File: src/ctpc_pkg.sv
package ctpc_pkg;

    localparam int PAK_BYTES = 32;
    localparam int CNT_W     = (PAK_BYTES > 1) ? $clog2(PAK_BYTES) : 1;
    localparam int REMAIN_W  = $clog2(PAK_BYTES + 1);

    localparam logic [1:0]  CMD_READ  = 2'd0;
    localparam logic [1:0]  CMD_WRITE = 2'd1;

    localparam logic [7:0]  CRC_POLY    = 8'h85;
    localparam logic [15:0] ADDR_MASK   = 16'hFFE0;
    localparam logic [15:0] MEM_LO      = 16'h8000;
    localparam logic [15:0] MEM_HI      = 16'h9000;
    localparam logic [15:0] RUMBLE_ADDR = 16'hC000;
    localparam logic [7:0]  FILL_BYTE   = 8'h80;

    function automatic logic [7:0] crc8_update(input logic [7:0] crc, input logic [7:0] data);
        logic [7:0] c;
        c = crc ^ data;
        for (int i = 0; i < 8; i++)
        begin
            c = {c[6:0], 1'b0} ^ (c[7] ? CRC_POLY : 8'h00);
        end
        return c;
    endfunction

    function automatic logic [7:0] read_burst_crc(input logic [7:0] fill);
        logic [7:0] c;
        c = 8'h00;
        for (int k = 0; k < PAK_BYTES; k++)
        begin
            c = crc8_update(c, fill);
        end
        return c;
    endfunction

    localparam logic [7:0] READ_CRC_FILL = read_burst_crc(FILL_BYTE);
    localparam logic [7:0] READ_CRC_ZERO = read_burst_crc(8'h00);

    typedef struct packed {
        logic        valid;
        logic [1:0]  cmd;
        logic [1:0]  port;
        logic [15:0] address;
        logic [7:0]  data_byte;
    } stage_t;

    typedef struct packed {
        logic       final_byte;
        logic [7:0] crc;
        logic       rumble_valid;
        logic       rumble_on;
    } wr_result_t;

endpackage

File: src/ctpc_if.sv
interface ctpc_req_if;
    logic        valid;
    logic        ready;
    logic [1:0]  cmd;
    logic [1:0]  port;
    logic [15:0] address;
    logic [7:0]  data_byte;

    modport source (output valid, cmd, port, address, data_byte, input ready);
    modport sink   (input valid, cmd, port, address, data_byte, output ready);
endinterface

interface ctpc_rsp_if;
    logic       valid;
    logic       ready;
    logic [1:0] out_port;
    logic [7:0] out_byte;
    logic       is_crc;
    logic       last;
    logic       rumble_valid;
    logic       rumble_on;

    modport source (output valid, out_port, out_byte, is_crc, last, rumble_valid, rumble_on,
                    input ready);
    modport sink   (input valid, out_port, out_byte, is_crc, last, rumble_valid, rumble_on,
                    output ready);
endinterface

File: src/controller_pak_transfer_crc_core.sv
// Channel | Direction | Payload
// req     | in        | cmd, port, address, data_byte
// rsp     | out       | out_port, out_byte, is_crc, last, rumble_valid, rumble_on
//
// Write bytes and ignored commands are taken one per cycle; the CRC step is
// eight XOR stages between the input register and the write state.
// A read item holds the output register for PAK_BYTES fill bytes and its CRC
// byte; input stalls only while a read burst or a write CRC waits for it.
// rst_n clears all control and CRC state asynchronously.
module controller_pak_transfer_crc_core (
    input  logic       clk,
    input  logic       rst_n,
    ctpc_req_if.sink   req,
    ctpc_rsp_if.source rsp
);
    import ctpc_pkg::*;

    stage_t     stage;
    wr_result_t wr;
    logic       take;

    ctpc_in_stage u_in_stage (
        .clk   (clk),
        .rst_n (rst_n),
        .req   (req),
        .take  (take),
        .stage (stage)
    );

    ctpc_wr_crc u_wr_crc (
        .clk   (clk),
        .rst_n (rst_n),
        .stage (stage),
        .take  (take),
        .wr    (wr)
    );

    ctpc_out_ctrl u_out_ctrl (
        .clk   (clk),
        .rst_n (rst_n),
        .stage (stage),
        .wr    (wr),
        .take  (take),
        .rsp   (rsp)
    );
endmodule

File: src/ctpc_in_stage.sv
module ctpc_in_stage (
    input  logic            clk,
    input  logic            rst_n,
    ctpc_req_if.sink        req,
    input  logic            take,
    output ctpc_pkg::stage_t stage
);
    import ctpc_pkg::*;

    logic        valid_reg;
    logic [1:0]  cmd_reg;
    logic [1:0]  port_reg;
    logic [15:0] address_reg;
    logic [7:0]  data_reg;
    logic        load;

    assign req.ready = !valid_reg || take;
    assign load      = req.valid && req.ready;

    always_ff @(posedge clk or negedge rst_n)
    begin
        if (!rst_n)
        begin
            valid_reg <= 1'b0;
        end
        else if (req.ready)
        begin
            valid_reg <= req.valid;
        end
    end

    always_ff @(posedge clk)
    begin
        if (load)
        begin
            cmd_reg     <= req.cmd;
            port_reg    <= req.port;
            address_reg <= req.address;
            data_reg    <= req.data_byte;
        end
    end

    assign stage.valid     = valid_reg;
    assign stage.cmd       = cmd_reg;
    assign stage.port      = port_reg;
    assign stage.address   = address_reg;
    assign stage.data_byte = data_reg;
endmodule

File: src/ctpc_wr_crc.sv
module ctpc_wr_crc (
    input  logic                 clk,
    input  logic                 rst_n,
    input  ctpc_pkg::stage_t     stage,
    input  logic                 take,
    output ctpc_pkg::wr_result_t wr
);
    import ctpc_pkg::*;

    logic [7:0]       crc_reg, crc_next;
    logic [CNT_W-1:0] count_reg, count_next;
    logic             hit_reg, hit_next;
    logic             nonzero_reg, nonzero_next;
    logic             first;
    logic             final_byte;
    logic             update;

    assign first      = (count_reg == '0);
    assign final_byte = (count_reg == CNT_W'(PAK_BYTES - 1));
    assign update     = take && stage.valid && (stage.cmd == CMD_WRITE);

    always_comb
    begin
        crc_next     = crc8_update(first ? 8'h00 : crc_reg, stage.data_byte);
        hit_next     = first ? ((stage.address & ADDR_MASK) == RUMBLE_ADDR) : hit_reg;
        nonzero_next = first ? (stage.data_byte != 8'h00) : nonzero_reg;
        count_next   = final_byte ? '0 : count_reg + CNT_W'(1);
    end

    always_ff @(posedge clk or negedge rst_n)
    begin
        if (!rst_n)
        begin
            crc_reg     <= 8'h00;
            count_reg   <= '0;
            hit_reg     <= 1'b0;
            nonzero_reg <= 1'b0;
        end
        else if (update)
        begin
            crc_reg     <= crc_next;
            count_reg   <= count_next;
            hit_reg     <= hit_next;
            nonzero_reg <= nonzero_next;
        end
    end

    assign wr.final_byte   = final_byte;
    assign wr.crc          = crc_next;
    assign wr.rumble_valid = hit_next;
    assign wr.rumble_on    = hit_next && nonzero_next;
endmodule

File: src/ctpc_out_ctrl.sv
module ctpc_out_ctrl (
    input  logic                 clk,
    input  logic                 rst_n,
    input  ctpc_pkg::stage_t     stage,
    input  ctpc_pkg::wr_result_t wr,
    output logic                 take,
    ctpc_rsp_if.source           rsp
);
    import ctpc_pkg::*;

    logic                valid_reg, valid_next;
    logic [REMAIN_W-1:0] remain_reg, remain_next;
    logic                fill_reg, fill_next;
    logic [1:0]          port_reg, port_next;
    logic [7:0]          byte_reg, byte_next;
    logic                is_crc_reg, is_crc_next;
    logic                last_reg, last_next;
    logic                rv_reg, rv_next;
    logic                ro_reg, ro_next;

    logic        is_read;
    logic        needs_slot;
    logic        slot_free;
    logic        advance;
    logic [15:0] masked;
    logic        in_mem;

    assign masked     = stage.address & ADDR_MASK;
    assign in_mem     = (masked >= MEM_LO) && (masked < MEM_HI);
    assign is_read    = (stage.cmd == CMD_READ);
    assign needs_slot = is_read || ((stage.cmd == CMD_WRITE) && wr.final_byte);
    assign advance    = valid_reg && rsp.ready;
    assign slot_free  = !valid_reg || (rsp.ready && (remain_reg == '0));
    assign take       = stage.valid && (!needs_slot || slot_free);

    always_comb
    begin
        valid_next  = valid_reg;
        remain_next = remain_reg;
        fill_next   = fill_reg;
        port_next   = port_reg;
        byte_next   = byte_reg;
        is_crc_next = is_crc_reg;
        last_next   = last_reg;
        rv_next     = rv_reg;
        ro_next     = ro_reg;
        if (take && needs_slot)
        begin
            valid_next = 1'b1;
            port_next  = stage.port;
            if (is_read)
            begin
                remain_next = REMAIN_W'(PAK_BYTES);
                fill_next   = in_mem;
                byte_next   = in_mem ? FILL_BYTE : 8'h00;
                is_crc_next = 1'b0;
                last_next   = 1'b0;
                rv_next     = 1'b0;
                ro_next     = 1'b0;
            end
            else
            begin
                remain_next = '0;
                byte_next   = wr.crc;
                is_crc_next = 1'b1;
                last_next   = 1'b1;
                rv_next     = wr.rumble_valid;
                ro_next     = wr.rumble_on;
            end
        end
        else if (advance)
        begin
            if (remain_reg == '0)
            begin
                valid_next = 1'b0;
            end
            else
            begin
                remain_next = remain_reg - REMAIN_W'(1);
                if (remain_reg == REMAIN_W'(1))
                begin
                    byte_next   = fill_reg ? READ_CRC_FILL : READ_CRC_ZERO;
                    is_crc_next = 1'b1;
                    last_next   = 1'b1;
                end
                else
                begin
                    byte_next = fill_reg ? FILL_BYTE : 8'h00;
                end
            end
        end
    end

    always_ff @(posedge clk or negedge rst_n)
    begin
        if (!rst_n)
        begin
            valid_reg  <= 1'b0;
            remain_reg <= '0;
        end
        else
        begin
            valid_reg  <= valid_next;
            remain_reg <= remain_next;
        end
    end

    always_ff @(posedge clk)
    begin
        fill_reg   <= fill_next;
        port_reg   <= port_next;
        byte_reg   <= byte_next;
        is_crc_reg <= is_crc_next;
        last_reg   <= last_next;
        rv_reg     <= rv_next;
        ro_reg     <= ro_next;
    end

    assign rsp.valid        = valid_reg;
    assign rsp.out_port     = port_reg;
    assign rsp.out_byte     = byte_reg;
    assign rsp.is_crc       = is_crc_reg;
    assign rsp.last         = last_reg;
    assign rsp.rumble_valid = rv_reg;
    assign rsp.rumble_on    = ro_reg;
endmodule

File: src/flat_wrapper.sv
// flat-port wrapper written by rule: the top's interface ports become plain ports
module controller_pak_transfer_crc_core_flat import ctpc_pkg::*;
  (clk, rst_n, req_valid, req_cmd, req_port, req_address, req_data_byte, req_ready, rsp_valid, rsp_out_port, rsp_out_byte, rsp_is_crc, rsp_last, rsp_rumble_valid, rsp_rumble_on, rsp_ready);
  ctpc_req_if req_i ();
  ctpc_rsp_if rsp_i ();
  input  logic clk;
  input  logic rst_n;
  input wire logic [$bits(req_i.valid)-1:0] req_valid;
  input wire logic [$bits(req_i.cmd)-1:0] req_cmd;
  input wire logic [$bits(req_i.port)-1:0] req_port;
  input wire logic [$bits(req_i.address)-1:0] req_address;
  input wire logic [$bits(req_i.data_byte)-1:0] req_data_byte;
  output wire logic [$bits(req_i.ready)-1:0] req_ready;
  output wire logic [$bits(rsp_i.valid)-1:0] rsp_valid;
  output wire logic [$bits(rsp_i.out_port)-1:0] rsp_out_port;
  output wire logic [$bits(rsp_i.out_byte)-1:0] rsp_out_byte;
  output wire logic [$bits(rsp_i.is_crc)-1:0] rsp_is_crc;
  output wire logic [$bits(rsp_i.last)-1:0] rsp_last;
  output wire logic [$bits(rsp_i.rumble_valid)-1:0] rsp_rumble_valid;
  output wire logic [$bits(rsp_i.rumble_on)-1:0] rsp_rumble_on;
  input wire logic [$bits(rsp_i.ready)-1:0] rsp_ready;
  assign req_i.valid = req_valid;
  assign req_i.cmd = req_cmd;
  assign req_i.port = req_port;
  assign req_i.address = req_address;
  assign req_i.data_byte = req_data_byte;
  assign req_ready = req_i.ready;
  assign rsp_valid = rsp_i.valid;
  assign rsp_out_port = rsp_i.out_port;
  assign rsp_out_byte = rsp_i.out_byte;
  assign rsp_is_crc = rsp_i.is_crc;
  assign rsp_last = rsp_i.last;
  assign rsp_rumble_valid = rsp_i.rumble_valid;
  assign rsp_rumble_on = rsp_i.rumble_on;
  assign rsp_i.ready = rsp_ready;
  controller_pak_transfer_crc_core u_core (.clk(clk), .rst_n(rst_n), .req(req_i), .rsp(rsp_i));
endmodule
File: config.mk
export PLATFORM = sky130hd
export DESIGN_NAME = controller_pak_transfer_crc_core_flat
export DESIGN_NICKNAME = d
export VERILOG_FILES = /design/src/ctpc_pkg.sv /design/src/ctpc_if.sv /design/src/controller_pak_transfer_crc_core.sv /design/src/ctpc_in_stage.sv /design/src/ctpc_wr_crc.sv /design/src/ctpc_out_ctrl.sv /design/src/flat_wrapper.sv
export SDC_FILE = /design/constraint.sdc
export NUM_CORES = 1
export LEC_CHECK = 0
export ABC_CLOCK_PERIOD_IN_PS = 7800
export BUFFER_PORTS_ARGS = -buffer_cell sky130_fd_sc_hd__buf_2
export CAP_MARGIN = 10
export CORE_UTILIZATION = 45
export CTS_BUF_LIST = sky130_fd_sc_hd__clkbuf_8
export CTS_CLUSTER_DIAMETER = 150
export DETAILED_ROUTE_END_ITERATION = 16
export GPL_ROUTABILITY_DRIVEN = 0
export HOLD_SLACK_MARGIN = 0.1
export PLACE_DENSITY = 0.71
export SLEW_MARGIN = 25
export SYNTH_ARGS = -nofsm -noshare
export SYNTH_HDL_FRONTEND = slang
export SYNTH_SLANG_ARGS = --single-unit
File: constraint.sdc
create_clock -name clk -period 7.8 [get_ports clk]
set_input_delay 0 -clock clk [delete_from_list [all_inputs] [get_ports clk]]
set_output_delay 0 -clock clk [all_outputs]
set_load 0.02 [all_outputs]
==> reports/summary.json, run 1 <==
{
  "run_status": {
    "result_of_the_run": "finished, final reports clean"
  },
  "min_path": {
    "min_delay_path_class": "in2reg"
  },
  "critical_path": {
    "critical_path.most_common_cell": "sky130_fd_sc_hd__ha_1",
    "crit_required_ps": 7760,
    "crit_chain": "ha_1 -> and3_1 -> ha_1 -> o21ai_0 -> nor2_1 -> nor2b_4",
    "timing_worst_setup_path_type": "reg2reg",
    "max_stage_delay_ps": 520,
    "biggest_fanout_along_the_worst_timing_path": 23,
    "crit_path_start_kind": "flop",
    "crit_family": "simple AND/OR/NAND/NOR gates",
    "cp.arrival_ps": 2380,
    "worst_setup_path_end_kind": "flop",
    "worst-path-buf-inv": 0,
    "worst_path_max_delay_cell": "sky130_fd_sc_hd__nor2b_4"
  },
  "synth": {
    "synth_enable_flop_cells": 37,
    "yosys_register_bits": 60,
    "synth_area_leaders": "sky130_fd_sc_hd__edfxtp_1, sky130_fd_sc_hd__dfrtp_1, sky130_fd_sc_hd__xnor2_1, sky130_fd_sc_hd__nand2_1, sky130_fd_sc_hd__ha_1",
    "post-synth-top-count-cell": "sky130_fd_sc_hd__edfxtp_1",
    "number_of_warnings_printed_during_yosys_synthesis": 0,
    "post_synth_instance_area_mm2": 0.00278,
    "synthTopCellsByCount": "sky130_fd_sc_hd__edfxtp_1, sky130_fd_sc_hd__dfrtp_1, sky130_fd_sc_hd__xnor2_1",
    "synth_sequential_area_ratio": 0.608,
    "syn-num-nets": 260,
    "synthDominantCellAreaShare": 0.400,
    "synthesis.instances": 222,
    "netlist.top_cell.by_area": "sky130_fd_sc_hd__edfxtp_1",
    "synth-async-reset-ratio": 0.383,
    "synth_area_per_cell_um2": 12.5,
    "yosys.cell_types.count": 43,
    "flip_flop_cell_with_the_highest_count_after_synthesis": "sky130_fd_sc_hd__edfxtp_1"
  },
  "floorplan": {
    "ioPinCount": 48,
    "start_util": 0.469,
    "placeableCoreArea_mm2": 0.00592,
    "floorplan.die.height_um": 80.5,
    "die_area_mm2": 0.00649,
    "placement_rows": 28,
    "die_w_um": 80.5
  },
  "sta": {
    "hold_viol_final": 0,
    "timing.slew.headroom": 0.535,
    "finalSetupTns_ps": 0,
    "tightest_slew_ps": 697,
    "skew_ps": 4.02,
    "final_critical_path_setup_slack_ps": 5390,
    "grt_setup_unrepaired": "false",
    "setup_violations": 0,
    "maxClockFrequency_ghz": 0.414,
    "timing.final.crit_period_ps": 2410,
    "layout_worst_path_cycle_share": 0.309,
    "finalMaxSlewViolations": 0
  },
  "cts": {
    "htree_num_levels": 3,
    "ctsLongestPathBuffers": 2,
    "numCtsBuffers": 9,
    "cts_root_buffer": "sky130_fd_sc_hd__clkbuf_8",
    "cts_tree": "yes",
    "resized_gates_after_cts": 0,
    "clock_slew_seen_by_the_registers_of_the_worst_setup_and_hold_paths_ps": 60,
    "clkSinkCount": 60,
    "clk_latency_ps": 320
  },
  "final_layout": {
    "fin_nets": 335,
    "flip_flop_count_of_the_largest_register_after_layout": 11,
    "antennaDiodeCount": 0,
    "layout.area.seq_mm2": 0.00169,
    "areaGrowthSynthToFinish_pct": 25.2,
    "final_layout_size_suffix_gt1_frac": 0.209,
    "total_area_of_multi_input_combinational_cells_mm2": 0.00102,
    "nFillCells": 480
  },
  "routing": {
    "num_vias": 1824,
    "drc": 0,
    "first_pass_iteration_count_of_the_detailed_router": 6,
    "detail_route_antenna_nets": 0,
    "drt_first_iter_violations": 79,
    "drt-vias-per-instance": 4.85,
    "routed_wirelength_um": 4980,
    "wl_per_cell_um": 13.2
  },
  "power_and_ir_drop": {
    "power.share.clock": 0.181,
    "cellLeakagePower_nw": 1.47,
    "power.switching_mw": 0.409,
    "internal_power_mw": 0.773,
    "power.share.combinational": 0.420,
    "power.share.sequential": 0.398,
    "worst_ir_drop_vdd_v": 0.000184,
    "power_switching_share": 0.346,
    "power-per-cell-area_mw_per_mm2": 340
  },
  "global_routing": {
    "groute.usage.overall": 0.176,
    "grt_pass1_wl_um": 8190,
    "grt_pass1_vias": 1793,
    "pin_count_of_the_biggest_net_entering_global_routing": 24,
    "grt_overflow": 0,
    "antenna_found_initial": 0
  },
  "place": {
    "portBuffers": 42,
    "dp.final_hpwl_um": 3320,
    "place_ws_ps": 5060
  },
  "flow_run": {
    "max_cap_violations": 0
  }
}
==> cell families after synthesis <==
kind of cell,count (synthesis),synth area share
and+or+nand+nor,70,0.125
DFF,60,0.608
xor gates and xnor gates,34,0.134
AOI/OAI and AO/OA,31,0.0685
buffers and inverters,18,0.0261
adders and majority gates,6,0.0271
muxes,3,0.0113
==> path summary, 6_finish.rpt <==
kind / from / to / slack [ps] / cells after the start
worst max-delay path: u_core.u_wr_crc.count_reg[0] / u_core.u_in_stage.data_reg[5] / 5390 / 6
worst min-delay path: rsp_ready / u_core.u_out_ctrl.rsp.valid / 120 / 4
worst max register to register: u_core.u_wr_crc.count_reg[0] / u_core.u_in_stage.data_reg[5] / 5390 / 6
worst min register to register: u_core.u_in_stage.port_reg[0] / u_core.u_out_ctrl.rsp.out_port[0] / 420 / 0
max in group asynchronous: rst_n / u_core.u_wr_crc.crc_reg[1] / 7250 / 2
min in group asynchronous: rst_n / u_core.u_out_ctrl.remain_reg[0] / 190 / 2
==> worst register-to-register path: stages (launching register included) <==
cell,delay (ps)
sky130_fd_sc_hd__dfrtp_1,410
sky130_fd_sc_hd__ha_1,230
sky130_fd_sc_hd__and3_1,190
sky130_fd_sc_hd__ha_1,230
sky130_fd_sc_hd__o21ai_0,280
sky130_fd_sc_hd__nor2_1,170
sky130_fd_sc_hd__nor2b_4,520
==> cells in the final DEF (no fill, tap or decap), drive strengths merged, types with 2 or more instances in the layout <==
cell type	n
a21oi	5
and2	2
buf	44
clkbuf	9
clkinv	5
dfrtp	23
dlygate4sd3	25
edfxtp	37
ha	6
inv	14
mux2i	2
nand2	22
nand2b	2
nand3	6
nor2	17
nor2b	3
nor3	3
nor3b	3
nor4	4
nor4b	2
o21ai	18
or3	2
xnor2	23
xnor3	4
xor2	6
==> through the flow <==
stage,utilization,total power [mW],cell area (um2),instances,hold slack [ps]
detailed placement,0.519,0.969,3070,336,15.6
global placement,0.519,0.959,3070,336,9.16
CTS,0.586,1.19,3470,376,111
finish,0.587,1.18,3480,376,119
global route,0.587,1.28,3480,376,143
floorplan,-,0.871,2780,222,-296
==> what timing repair did <==
| item | CTS | global route |
|---|---|---|
| endpoints found under the hold margin | 47 | 0 |
| setup buffers | 0 | 0 |
| hold buffers | 25 | 0 |
==> routing by layer <==
| layer | wire, um | GRT usage |
|---|---|---|
| met4 | 51 | 0.0750 |
| met5 | 0 | 0 |
| met1 | 2390 | 0.225 |
| met3 | 241 | 0.0614 |
| met2 | 2300 | 0.270 |
==> layout make-up <==
| class | count | share of cell area |
|---|---|---|
| flip-flops and latches | 60 | 0.485 |
| multi-input cells | 144 | 0.294 |
| repair buffers | 69 | 0.137 |
| clock buffers | 9 | 0.0356 |
| well taps | 75 | 0.0270 |
| inverters | 13 | 0.0140 |
| clock inverters | 6 | 0.00684 |
==> power groups by stage <==
stage | combinational [mW] | sequential [mW] | clock (mW)
global placement | 0.486 | 0.474 | 0
finish | 0.497 | 0.471 | 0.214
floorplan | 0.396 | 0.475 | 0
global route | 0.558 | 0.480 | 0.241
CTS | 0.501 | 0.471 | 0.221
detailed placement | 0.492 | 0.477 | 0
(Power assumes the default switching activity.)
==> run 2: changes to the inputs <==
Settings changed: ABC_CLOCK_PERIOD_IN_PS 7800 to 2300.
Clock period 7.8 ns to 2.3 ns, I/O delays scaled along.
==> reports/summary.json, run 2 (synthesis results as in run 1) <==
{
  "sta": {
    "maxClockFrequency": {"value": 0.448, "unit": "GHz", "change": "was 0.414 GHz"},
    "hold_viol_final": {"value": 0, "change": "unchanged"},
    "timing.slew.headroom": {"value": 0.643, "change": "was 0.535"},
    "finalSetupTns": {"value": 0, "unit": "ps", "change": "unchanged"},
    "setup_violations": {"value": 0, "change": "unchanged"},
    "timing.final.crit_period": {"value": 2230, "unit": "ps", "change": "was 2410 ps"},
    "finalMaxSlewViolations": {"value": 0, "change": "unchanged"},
    "tightest_slew": {"value": 536, "unit": "ps", "change": "was 697 ps"},
    "skew": {"value": 12.7, "unit": "ps", "change": "was 4.02 ps"},
    "layout_worst_path_cycle_share": {"value": 0.970, "change": "was 0.309"},
    "final_critical_path_setup_slack": {"value": 70.0, "unit": "ps", "change": "was 5390 ps"}
  },
  "final_layout": {
    "layout_common_cells": {"value": "sky130_fd_sc_hd__buf_2, sky130_fd_sc_hd__edfxtp_1, sky130_fd_sc_hd__dlygate4sd3_1", "change": "unchanged"},
    "areaGrowthSynthToFinish": {"value": 31.8, "unit": "%", "change": "was 25.2%"},
    "antennaDiodeCount": {"value": 0, "change": "unchanged"},
    "final_layout_size_suffix_gt1_frac": {"value": 0.244, "change": "was 0.209"},
    "final_core_utilization": {"value": 0.618, "change": "was 0.587"},
    "flip_flop_count_of_the_largest_register_after_layout": {"value": 11, "change": "unchanged"},
    "layoutNonFillerInstCount": {"value": 386, "change": "was 376"},
    "fin_nets": {"value": 344, "change": "was 335"},
    "mostFrequentLayoutCell": {"value": "sky130_fd_sc_hd__buf_2", "change": "unchanged"}
  },
  "cts": {
    "cts_root_buffer": {"value": "sky130_fd_sc_hd__clkbuf_8", "change": "unchanged"},
    "ctsLongestPathBuffers": {"value": 2, "change": "unchanged"},
    "clock_slew_seen_by_the_registers_of_the_worst_setup_and_hold_paths": {"value": 70, "unit": "ps", "change": "was 60 ps"},
    "numCtsBuffers": {"value": 9, "change": "unchanged"},
    "htree_num_levels": {"value": 3, "change": "unchanged"},
    "clkSinkCount": {"value": 60, "change": "unchanged"},
    "clk_latency": {"value": 340, "unit": "ps", "change": "was 320 ps"},
    "cts_tree": {"value": "yes", "change": "unchanged"}
  },
  "routing": {
    "drc": {"value": 0, "change": "unchanged"},
    "drt-vias-per-instance": {"value": 4.88, "change": "was 4.85"},
    "drt_first_iter_violations": {"value": 122, "change": "was 79"},
    "detail_route_antenna_nets": {"value": 0, "change": "unchanged"},
    "routed_wirelength": {"value": 5220, "unit": "um", "change": "was 4980 um"},
    "first_pass_iteration_count_of_the_detailed_router": {"value": 4, "change": "was 6"},
    "drt-met1-wl": {"value": 2320, "unit": "um", "change": "was 2390 um"},
    "met2_wirelength": {"value": 2550, "unit": "um", "change": "was 2300 um"},
    "wl_per_cell": {"value": 13.5, "unit": "um", "change": "was 13.2 um"},
    "num_vias": {"value": 1884, "change": "was 1,824"},
    "detailroute.wirelength.met3": {"value": 294, "unit": "um", "change": "was 241 um"},
    "top_layer_used": {"value": "met4", "change": "unchanged"}
  },
  "global_routing": {
    "grt_pass1_wl": {"value": 8800, "unit": "um", "change": "was 8190 um"},
    "antenna_found_initial": {"value": 0, "change": "unchanged"},
    "grt_pass1_vias": {"value": 1924, "change": "was 1,793"},
    "groute.usage.overall": {"value": 0.189, "change": "was 0.176"},
    "pin_count_of_the_biggest_net_entering_global_routing": {"value": 24, "change": "unchanged"},
    "grt_overflow": {"value": 0, "change": "unchanged"}
  },
  "floorplan": {
    "die_w": {"value": 80.5, "unit": "um", "change": "unchanged"},
    "placement_rows": {"value": 28, "change": "unchanged"},
    "start_util": {"value": 0.469, "change": "unchanged"},
    "die_area": {"value": 0.00649, "unit": "mm2", "change": "unchanged"},
    "placeableCoreArea": {"value": 0.00592, "unit": "mm2", "change": "unchanged"},
    "floorplan.die.height": {"value": 80.5, "unit": "um", "change": "unchanged"},
    "ioPinCount": {"value": 48, "change": "unchanged"}
  },
  "flow_run": {
    "max_cap_violations": {"value": 0, "change": "unchanged"}
  },
  "critical_path": {
    "cp.arrival": {"value": 2310, "unit": "ps", "change": "was 2380 ps"},
    "crit_path_start_kind": {"value": "flop", "change": "unchanged"},
    "worst_setup_path_end_kind": {"value": "flop", "change": "unchanged"},
    "reg2reg_setup_slack": {"value": 70, "unit": "ps", "change": "was 5390 ps"},
    "biggest_fanout_along_the_worst_timing_path": {"value": 3, "change": "was 23"},
    "timing_worst_setup_path_type": {"value": "reg2reg", "change": "unchanged"},
    "crit_required": {"value": 2380, "unit": "ps", "change": "was 7760 ps"}
  },
  "min_path": {
    "min_delay_path_class": {"value": "in2async", "change": "was in2reg"}
  },
  "place": {
    "dp.cells": {"value": 342, "change": "was 336"},
    "place_ws": {"value": 121, "unit": "ps", "change": "was 5060 ps"},
    "portBuffers": {"value": 42, "change": "unchanged"},
    "dp.final_hpwl": {"value": 3310, "unit": "um", "change": "was 3320 um"}
  },
  "power_and_ir_drop": {
    "worst_ir_drop_vdd": {"value": 0.000550, "unit": "V", "change": "was 0.000184 V"},
    "cellLeakagePower": {"value": 1.57, "unit": "nW", "change": "was 1.47 nW"},
    "power-per-cell-area": {"value": 1240, "unit": "mW/mm2", "change": "was 340 mW/mm2"}
  },
  "run_status": {
    "result_of_the_run": {"value": "finished, final reports clean", "change": "unchanged"}
  }
}
run 2: changes by cell type in the layout (fill, tap and decap cells not counted), sizes merged:
| cell | previous run | this run |
|---|---|---|
| dlygate4sd3 | 25 | 26 |
| clkinv | 5 | 2 |
| bufinv | 0 | 3 |
| inv | 14 | 15 |
| buf | 44 | 52 |
run 2: report_power, final:
part	leakage [nW]	switching, mW	total (mW)	internal, mW
sequential	0.631	0.206	1.60	1.40
combinational	0.810	0.871	1.82	0.952
clock	0.126	0.404	1.11	0.708
total	1.57	1.48	4.54	3.06
run 2: path summary, 6_finish.rpt:
| check | to | depth (start not counted) | startpoint |
|---|---|---|---|
| worst max-delay path | u_core.u_out_ctrl.rsp.out_byte[7] | 5 | u_core.u_in_stage.data_reg[1] |
| worst min-delay path | u_core.u_out_ctrl.remain_reg[0] | 2 | rst_n |
| worst max register to register | u_core.u_out_ctrl.rsp.out_byte[7] | 5 | u_core.u_in_stage.data_reg[1] |
| worst min register to register | u_core.u_out_ctrl.rsp.out_port[1] | 0 | u_core.u_in_stage.port_reg[1] |
| max in group asynchronous | u_core.u_out_ctrl.remain_reg[5] | 2 | rst_n |
| min in group clk | u_core.u_in_stage.address_reg[5] | 2 | req_address[5] |
run 2: what timing repair did:
item                                    CTS  global route
resized for setup                         0             2
hold buffers                             26             0
setup buffers                             0             2
hold endpoints to repair                 50             0
endpoints found under the setup margin    0             8
run 2: stage by stage:
| step | hold WS [ps] | total power [mW] | cell area (um2) |
|---|---|---|---|
| 2_1_floorplan | -296 | 2.96 | 2780 |
| 3_3_place_gp | 10.1 | 3.28 | 3150 |
| 3_5_place_dp | 8.29 | 3.32 | 3150 |
| 4_1_cts | 170 | 4.46 | 3640 |
| 5_1_grt | 232 | 4.85 | 3660 |
| 6_report | 165 | 4.54 | 3660 |
run 2: layout make-up:
type	instances	area, um2
Fill cell	488	2260
Sequential cell	60	1690
Multi-Input combinational cell	144	1030
Timing Repair Buffer	78	571
Clock buffer	9	124
Clock inverter	7	108
Tap cell	75	93.8
Inverter	13	48.8
run 2: metal layers:
layer / global-route usage / up-vias
li1: - / 942
met1: 0.226 / 882
met2: 0.312 / 53
met3: 0.0682 / 7
met4: 0.0643 / 0
met5: 0 / -
run 2: critical path: stages, from the launching register on:
cell and delay [ps]:
sky130_fd_sc_hd__edfxtp_1 430, sky130_fd_sc_hd__xnor3_2 450, sky130_fd_sc_hd__xnor3_2 430, sky130_fd_sc_hd__xnor2_1 210, sky130_fd_sc_hd__xor2_1 290, sky130_fd_sc_hd__o221ai_1 170
